===== src/design/lgrs_pkg.sv =====
// Shared types and constants for the Life row stencil unit.
// No dependencies; every other design file imports this package.
package lgrs_pkg;

	localparam int ROW_BITS        = 64;
	localparam int CFG_W           = 7;
	localparam int MAX_COLUMNS_DEF = 64;
	localparam int QUEUE_DEPTH_DEF = 4;
	localparam int NBR_CNT_W       = 4;

	localparam logic [CFG_W-1:0]     COLS_RESET    = 7'd64;
	localparam logic [NBR_CNT_W-1:0] BIRTH_COUNT   = 4'd3;
	localparam logic [NBR_CNT_W-1:0] SURVIVE_COUNT = 4'd2;

	typedef struct packed {
		logic [ROW_BITS-1:0] row_cells;
		logic                final_row;
	} lgrs_in_t;

	typedef struct packed {
		logic [ROW_BITS-1:0] next_cells;
		logic                grid_done;
	} lgrs_out_t;

	// One write request into the result queue.
	typedef struct packed {
		logic      valid;
		lgrs_out_t data;
	} lgrs_push_t;

endpackage


===== src/design/lgrs_lane.sv =====
// One cell of the B3/S23 rule: 3x3 window in, next state out.
// Depends on lgrs_pkg for the neighbor count thresholds.
module lgrs_lane (
	input  logic [7:0] nbrs,
	input  logic       center,
	output logic       next
);
	import lgrs_pkg::*;

	logic [NBR_CNT_W-1:0] cnt;

	always_comb begin
		cnt = '0;
		for (int k = 0; k < 8; k++) begin
			cnt = cnt + NBR_CNT_W'(nbrs[k]);
		end
		next = (cnt == BIRTH_COUNT) || (center && (cnt == SURVIVE_COUNT));
	end

endmodule


===== src/design/lgrs_stencil.sv =====
// Row of parallel cell lanes plus the merge that packs and masks their bits.
// Depends on lgrs_pkg and lgrs_lane.
module lgrs_stencil #(
	parameter int MAX_COLUMNS = lgrs_pkg::MAX_COLUMNS_DEF
) (
	input  logic [MAX_COLUMNS-1:0] above,
	input  logic [MAX_COLUMNS-1:0] mid,
	input  logic [MAX_COLUMNS-1:0] below,
	input  logic [MAX_COLUMNS-1:0] mask,
	output logic [MAX_COLUMNS-1:0] next
);
	import lgrs_pkg::*;

	logic [MAX_COLUMNS-1:0] lane_out;

	for (genvar i = 0; i < MAX_COLUMNS; i++) begin : g_lane
		logic [7:0] nbrs;
		logic       lft_a, lft_m, lft_b, rgt_a, rgt_m, rgt_b;

		// Left edge and right edge neighbors are dead
		if (i > 0) begin : g_lft
			assign lft_a = above[i-1];
			assign lft_m = mid[i-1];
			assign lft_b = below[i-1];
		end else begin : g_lft_edge
			assign lft_a = 1'b0;
			assign lft_m = 1'b0;
			assign lft_b = 1'b0;
		end

		if (i + 1 < MAX_COLUMNS) begin : g_rgt
			assign rgt_a = above[i+1];
			assign rgt_m = mid[i+1];
			assign rgt_b = below[i+1];
		end else begin : g_rgt_edge
			assign rgt_a = 1'b0;
			assign rgt_m = 1'b0;
			assign rgt_b = 1'b0;
		end

		assign nbrs = {lft_a, above[i], rgt_a, lft_m, rgt_m, lft_b, below[i], rgt_b};

		lgrs_lane u_lane (
			.nbrs   (nbrs),
			.center (mid[i]),
			.next   (lane_out[i])
		);
	end

	// Merge: inactive columns come out dead
	assign next = lane_out & mask;

endmodule


===== src/design/lgrs_out_queue.sv =====
// Small result queue: up to two writes and one read per cycle.
// Depends on lgrs_pkg for the result and push types.
module lgrs_out_queue #(
	parameter int DEPTH = lgrs_pkg::QUEUE_DEPTH_DEF
) (
	input  logic                  clk,
	input  logic                  arst_n,
	input  lgrs_pkg::lgrs_push_t  push_a,
	input  lgrs_pkg::lgrs_push_t  push_b,
	output logic                  room_two,
	output logic                  out_valid,
	input  logic                  out_stall,
	output lgrs_pkg::lgrs_out_t   out_data
);
	import lgrs_pkg::*;

	localparam int PTR_W = (DEPTH > 1) ? $clog2(DEPTH) : 1;
	localparam int CNT_W = $clog2(DEPTH + 1);

	lgrs_out_t        mem_q [DEPTH];
	logic [PTR_W-1:0] wr_ptr_q, rd_ptr_q;
	logic [CNT_W-1:0] count_q;

	lgrs_out_t        wdata0, wdata1;
	logic             wr0, wr1, pop;
	logic [CNT_W-1:0] n_push;

	// Pack pushes so the first one always lands at the write pointer
	always_comb begin
		wr0    = push_a.valid || push_b.valid;
		wr1    = push_a.valid && push_b.valid;
		wdata0 = push_a.valid ? push_a.data : push_b.data;
		wdata1 = push_b.data;
		n_push = CNT_W'(push_a.valid) + CNT_W'(push_b.valid);
		pop    = out_valid && !out_stall;
	end

	always_ff @(posedge clk) begin
		if (wr0) begin
			mem_q[wr_ptr_q] <= wdata0;
		end
		if (wr1) begin
			mem_q[PTR_W'(wr_ptr_q + 1'b1)] <= wdata1;
		end
	end

	always_ff @(posedge clk or negedge arst_n) begin
		if (!arst_n) begin
			wr_ptr_q <= '0;
			rd_ptr_q <= '0;
			count_q  <= '0;
		end else begin
			wr_ptr_q <= PTR_W'(wr_ptr_q + PTR_W'(n_push));
			if (pop) begin
				rd_ptr_q <= PTR_W'(rd_ptr_q + 1'b1);
			end
			count_q <= CNT_W'(count_q + n_push - CNT_W'(pop));
		end
	end

	assign out_valid = (count_q != '0);
	assign out_data  = mem_q[rd_ptr_q];
	assign room_two  = (count_q <= CNT_W'(DEPTH - 2));

endmodule


===== src/design/life_generation_row_stencil_unit.sv =====
// Life (B3/S23) next-generation row stencil, no wrap, one row per transfer.
// Depends on lgrs_pkg, lgrs_stencil, lgrs_out_queue.
//
// Usage:
//  - Input channel (in_valid/in_stall/in_data): one grid row per transfer, top row
//    first; final_row marks the bottom row and closes the grid.
//  - Output channel (out_valid/out_stall/out_data): next-generation rows in order.
//    Row r comes out when row r+1 is taken; the bottom row's transfer yields
//    the row above it (if any), then itself with grid_done set.
//  - cfg_wr_en/cfg_wr_data set active_columns (grid width); write only when idle.
//  - A result enters the queue with its causing transfer; out_* shows the queue head.
//  - Throughput: one row per cycle while in_stall is low; the bottom row can
//    yield two results. Both stencil evaluations run in parallel lanes, one per
//    column, in the same cycle the row is taken; results go to a 4-entry queue.
//  - in_stall rises only when the queue cannot take two more results, so it is
//    a function of registered queue fill; output stalls back up through it.
//  - Reset: width returns to 64, no row held, queue empty. No clearing pass.
module life_generation_row_stencil_unit #(
	parameter int MAX_COLUMNS = lgrs_pkg::MAX_COLUMNS_DEF,
	parameter int QUEUE_DEPTH = lgrs_pkg::QUEUE_DEPTH_DEF
) (
	input  logic                        clk,
	input  logic                        arst_n,
	input  logic                        cfg_wr_en,
	input  logic [lgrs_pkg::CFG_W-1:0]  cfg_wr_data,
	input  logic                        in_valid,
	output logic                        in_stall,
	input  lgrs_pkg::lgrs_in_t          in_data,
	output logic                        out_valid,
	input  logic                        out_stall,
	output lgrs_pkg::lgrs_out_t         out_data
);
	import lgrs_pkg::*;

	logic [CFG_W-1:0]       active_cols_q;
	logic [MAX_COLUMNS-1:0] upper_q, middle_q;
	logic                   mid_valid_q;

	logic                   accept, room_two;
	logic [MAX_COLUMNS-1:0] mask, row_m, up_m, mid_m, top_b;
	logic [MAX_COLUMNS-1:0] next_a, next_b;
	lgrs_push_t             push_a, push_b;

	assign accept   = in_valid && !in_stall;
	assign in_stall = !room_two;

	// Column mask; comparing against the lane index also saturates wide settings
	always_comb begin
		for (int i = 0; i < MAX_COLUMNS; i++) begin
			mask[i] = (CFG_W'(i) < active_cols_q);
		end
	end

	// Width may change between rows of a grid, so stored rows are remasked
	assign row_m = in_data.row_cells[MAX_COLUMNS-1:0] & mask;
	assign up_m  = upper_q & mask;
	assign mid_m = middle_q & mask;
	assign top_b = mid_valid_q ? mid_m : '0;

	// Held middle row, completed by the incoming row
	lgrs_stencil #(.MAX_COLUMNS(MAX_COLUMNS)) u_sten_mid (
		.above (up_m),
		.mid   (mid_m),
		.below (row_m),
		.mask  (mask),
		.next  (next_a)
	);

	// Incoming row closed by a dead row below (bottom of grid)
	lgrs_stencil #(.MAX_COLUMNS(MAX_COLUMNS)) u_sten_last (
		.above (top_b),
		.mid   (row_m),
		.below ('0),
		.mask  (mask),
		.next  (next_b)
	);

	always_comb begin
		push_a.valid           = accept && mid_valid_q;
		push_a.data.next_cells = ROW_BITS'(next_a);
		push_a.data.grid_done  = 1'b0;
		push_b.valid           = accept && in_data.final_row;
		push_b.data.next_cells = ROW_BITS'(next_b);
		push_b.data.grid_done  = 1'b1;
	end

	lgrs_out_queue #(.DEPTH(QUEUE_DEPTH)) u_queue (
		.clk       (clk),
		.arst_n    (arst_n),
		.push_a    (push_a),
		.push_b    (push_b),
		.room_two  (room_two),
		.out_valid (out_valid),
		.out_stall (out_stall),
		.out_data  (out_data)
	);

	always_ff @(posedge clk or negedge arst_n) begin
		if (!arst_n) begin
			active_cols_q <= COLS_RESET;
			mid_valid_q   <= 1'b0;
		end else begin
			if (cfg_wr_en) begin
				active_cols_q <= cfg_wr_data;
			end
			if (accept) begin
				// bottom row ends the grid; next row starts with a dead row above
				mid_valid_q <= !in_data.final_row;
			end
		end
	end

	// Row window payload; upper is only read while a middle row is held.
	// The middle row moves up as stored, the mask is applied where it is read.
	always_ff @(posedge clk) begin
		if (accept) begin
			upper_q  <= mid_valid_q ? middle_q : '0;
			middle_q <= row_m;
		end
	end

endmodule


===== config.mk =====
export PLATFORM = sky130hd
export DESIGN_NAME = life_generation_row_stencil_unit
export DESIGN_NICKNAME = d
export VERILOG_FILES = /design/src/design/lgrs_pkg.sv /design/src/design/lgrs_lane.sv /design/src/design/lgrs_stencil.sv /design/src/design/lgrs_out_queue.sv /design/src/design/life_generation_row_stencil_unit.sv
export SDC_FILE = /design/constraint.sdc
export NUM_CORES = 2
export LEC_CHECK = 0
export BUFFER_PORTS_ARGS = -buffer_cell sky130_fd_sc_hd__buf_2
export CAP_MARGIN = 10
export CORE_ASPECT_RATIO = 1.2
export CORE_UTILIZATION = 50
export DETAILED_ROUTE_END_ITERATION = 10
export PLACE_DENSITY = 0.7
export SETUP_SLACK_MARGIN = 0.5
export SYNTH_ARGS = -nofsm -noshare
export SYNTH_HDL_FRONTEND = slang
export SYNTH_SLANG_ARGS = --single-unit

===== constraint.sdc =====
create_clock -name clk -period 11.2 [get_ports clk]
set_input_delay 1.12 -clock clk [delete_from_list [all_inputs] [get_ports clk]]
set_output_delay 1.12 -clock clk [all_outputs]
set_load 0.005 [all_outputs]

# Word level (Yosys, flattened, before mapping)
# Memory sizes are Yosys's and may differ from the RTL's.
# Cells that the tools add are included.
# totals
ff_bits,143
mem_bits_rw,260
input_bits,77
out_inout_bits,67
elab_cells,1305
n_memories,1
# op_classes
addsub,699
n_lt_le_gt_ge,65
eq_ne,256
mux,6
bitwise,5
reduce_logical,266
# mem_list
memory,depth,word_bits,read_ports,rd_clocked_by_memory_dff,write_ports,line_no,source
u_queue.mem_q,4,65,1,0,2,lgrs_out_queue.sv:20,lgrs_out_t mem_q [DEPTH];
# op_table
cell,n
adder 4 x 1 -> 4 bit,314
"== test 4 x 2 -> 1 bit, second input constant",252
adder 3 x 1 -> 4 bit,125
adder 2 x 1 -> 3 bit,127
bitwise AND 64 bit,5
adder 1 x 1 -> 2 bit,128
"< comparator 6 x 7 -> 1 bit, first input constant",32
logical AND 1 bit,133
logical OR 1 bit,129
"< comparator 5 x 7 -> 1 bit, first input constant",16
2-to-1 mux 65 bit,1
2-to-1 mux 64 bit,1
"< comparator 4 x 7 -> 1 bit, first input constant",8
"< comparator 3 x 7 -> 1 bit, first input constant",4
"< comparator 1 x 7 -> 1 bit, first input constant",2
"< comparator 2 x 7 -> 1 bit, first input constant",2
"== test 3 x 2 -> 1 bit, second input constant",4
"adder 2 x 1 -> 2 bit, second input constant",2
2-to-1 mux 1 bit,4
adder 3 bit,1
"less-or-equal comparator 3 x 2 -> 1 bit, second input constant",1
logical NOT 1 bit,3
nonzero test 3 bit,1
subtractor 3 x 1 -> 3 bit,1
adder 2 bit,1

# Logic depth before layout (Yosys ltp)
# depth
depth_word,14
ltp_mapped,18
depth_no_buf,16

# Cells and area by module
# A second synthesis with hierarchy kept.
# unflattened
cells_unflattened,3718
area_unflattened_um2,42774.8
# modules_own_cells
mod,n_inst,cells_each,area_per_inst_um2,seq_area_each_um2
lgrs_lane (u_sten_last.g_lane[0].u_lane ...),90,17,177.7,0.0
lgrs_out_queue,1,782,12772.2,7982.7
life_generation_row_stencil_unit,1,630,7023.0,4045.1
lgrs_lane (u_sten_last.g_lane[39].u_lane ...),38,17,162.7,0.0
lgrs_stencil,2,65,404.1,0.0

# Least setup slack after synthesis
# Ideal clock, no wire load.
# synth_timing
path_kind,input to register
startpoint,input in_valid
endpoint,"memory u_queue.mem_q[0][10] (netlist name), enable pin"
setup_time_ns,0.424
t_arrival_ns,9.775
t_required_ns,10.776
slack_ns,1.001
path_stages,8
path_buffers,2
cell_sequence,inv_1 nor2_1 nand2_1 ha_1 or3_1 clkbuf_1 clkbuf_1 nand2_1
# synth_rtl
element,line_no,source
start: declaration,life_generation_row_stencil_unit.sv:26,"input logic in_valid,"
end: declaration,lgrs_out_queue.sv:20,

==> results.cfg <==
[outcome]
outcome = finished clean

[synth]
ys_types = 64
ys_seq_area_share_pct = 35.0
synth_nets = 3743
ys_ff_latch = 403
avgSynthCellArea_um2 = 11.3
ys_async_sr_fraction_pct = 3.72
ys_warn_count = 0
syn_inst = 3031
synth_area_um2 = 34200
synth_enable_flop_cells = 384
synthFlopType = edfxtp_1

[cells_and_area]
drive_gt1_share_pct = 11.0
fin_nets = 3858
n_antenna_cell = 0
fillerInstances = 5673
area_growth_syn_to_layout_pct = 9.46

[setup_path]
endpoint_kind = flip-flop
r2r_cells = 15
rr_startpoint = active_cols_q[6]
r2r-end = u_queue.mem_q[0][62]
critical_path_class = reg2reg
r2r_slack_ns = 4.78
cp-start-kind = flip-flop
required_ns = 11.64
cp_max_fo = 32
critPathArrivalTime_ns = 6.86

[clocking]
cts_resized = 0
cts-buffers-inserted = 46
cts_tree = built
cts_hold_buf = 0
htree_levels = 2
clock_tree.root_cell = clkbuf_16
cts_setup_buffers = 0
clk_pin_slew_worst_paths_ns = 0.06
clockBufferDepth = 3
clock_latency_ns = 0.61
cts_sinks = 403

[grt]
grt_first_pass_wirelength_um = 154000
antenna_found_initial = 4
grt_overflow = 0
grt_usage_pct = 29.6
grt_pass1_vias = 27000
grt_max_degree = 79

[timing]
fmax_ghz = 0.156
setup_viol = 0
fin_skew_ns = 0.0137
rsz0062_at_grt = no
worstMarginPinSlew_ns = 1.31
hold_violations = 0
slew_viol_final = 0
slew_headroom_pct = 12.5
period_share_pct = 57.3
finalSetupTns_ns = 0
layout_min_cycle_time_ns = 6.42
worst_slack_ns = 4.78

[floorplanning]
die_h_um = 289
core_um2 = 67400
dieWidth_um = 241
ios = 144
num_rows = 104
die_area_um2 = 69500
initial_core_util_pct = 50.8

[placement]
port-buffer-count = 143
place_ws_ns = 5.03
place.gp.congestion = 0.934
dp_hpwl_um = 71100

[pwr]
p_per_area_nw_per_um2 = 234
vdd_drop_max_mv = 0.133
power.leakage_nw = 16.4

[routing]
via_per_inst = 6.25
drt_iter0_drc = 2193
vias = 25500
drt.antenna.violating_nets = 0
drc = 0
avgRoutedWirePerCell_um = 24.6
drt_first_pass_iters = 9
wl_um = 100000

[min_path]
hold_class = in2async

[run]
drv_cap = 0
[cells by family after synthesis]
logic type	synth area share [%]
adders and majority gates	31.5
AOI/OAI and AO/OA	9.89
xor gates and xnor gates	0.154
buffers and inverters	6.65
DFF	35.0
muxes	4.44
and+or+nand+nor	12.3
[synth_stat cells, drive strengths merged (50+ instances only)]
| master | count | share of area [%] |
|---|---|---|
| inv | 486 | 5.3 |
| edfxtp | 384 | 34 |
| fa | 379 | 22 |
| nand2 | 278 | 3.0 |
| ha | 256 | 9.4 |
| o22ai | 234 | 4.3 |
| and2 | 131 | 2.4 |
| a21oi | 86 | 1.3 |
| clkbuf | 74 | 0.81 |
| nand2b | 67 | 1.2 |
| mux4 | 65 | 4.3 |
| o21ai | 53 | 0.77 |
| nor2 | 50 | 0.55 |
[layout make-up]
class | count | area (um2) | share of cell area [%]
Sequential cell | 403 | 12000 | 32.0
Clock inverter | 25 | 201 | 0.538
Clock buffer | 59 | 1260 | 3.37
Multi-Input combinational cell | 2031 | 20100 | 53.6
Tap cell | 901 | 1130 | 3.01
Inverter | 488 | 1830 | 4.89
Timing Repair Buffer | 176 | 963 | 2.57
[stage by stage]
stage / cell area (um2) / hold slack [ns] / instances / utilization (%) / power, mW
5_1_grt: 37500 / 0.471 / 4083 / 55.6 / 9.53
6_report: 37500 / 0.460 / 4083 / 55.6 / 8.77
4_1_cts: 37500 / 0.455 / 4083 / 55.6 / 8.77
3_5_place_dp: 36000 / 0.458 / 3999 / 53.4 / 7.21
3_3_place_gp: 36000 / 0.443 / 3999 / 53.4 / 6.89
2_1_floorplan: 34200 / 0.435 / 3031 / - / 5.69
[cells in the final DEF (no fill, tap or decap), drive strengths merged, types with 50 or more instances in the layout]
cell and instances:
nand2b 67, buf 176, o21ai 53, clkbuf 59
edfxtp 384, o22ai 234, nand2 278, fa 379
ha 256, a21oi 86, and2 131, mux4 65
nor2 50, inv 486
[worst max-delay path by stage]
| stage | startpoint | end | slack (ns) | depth (start not counted) |
|---|---|---|---|---|
| after detailed placement | active_cols_q[6] | u_queue.mem_q[0][62] | 5.03 | 15 |
| after global routing | active_cols_q[6] | u_queue.mem_q[2][62] | 4.61 | 15 |
| after global placement | active_cols_q[6] | u_queue.mem_q[1][62] | 5.25 | 15 |
| after floorplan | in_valid | u_queue.mem_q[0][10] | 1.00 | 8 |
| after CTS | active_cols_q[6] | u_queue.mem_q[0][62] | 4.96 | 15 |
| final | active_cols_q[6] | u_queue.mem_q[0][62] | 4.78 | 15 |
[flip-flops by register name (all words and copies together), names as in the netlist]
name / cells
middle_q: 64
active_cols_q: 7
mid_valid_q: 1
u_queue.rd_ptr_q: 2
upper_q: 64
u_queue.mem_q: 260
u_queue.count_q: 3
u_queue.wr_ptr_q: 2
[power breakdown]
part / internal (mW) / switching [mW]
clock network: 0.864 / 0.669
logic: 1.98 / 3.08
registers: 1.99 / 0.193
total: 4.83 / 3.94
[critical path: stages, from the launching register on]
cell and delay, ns:
dfstp_2 0.90, clkinv_1 0.78, a21oi_1 0.78, nand2_1 0.27, inv_1 0.30, fa_1 0.47, inv_1 0.08, fa_1 0.42
fa_1 0.50, inv_1 0.04, ha_1 0.19, fa_1 0.48, o21ai_0 0.09, nor4_1 0.56, nand3_1 0.15, a21oi_1 0.20
[per-layer routing]
| metal | vias to the layer above | wire (um) | track usage (%) | part of all wire [%] |
|---|---|---|---|---|
| li1 | 11000 | - | - | - |
| met1 | 12900 | 36300 | 36.4 | 36 |
| met2 | 1341 | 49100 | 49.8 | 49 |
| met3 | 314 | 9200 | 5.25 | 9.2 |
| met4 | 8 | 5760 | 15.3 | 5.7 |
| met5 | - | 50 | 0 | 0.050 |
No activity file was read; power rests on OpenSTA's default activity.
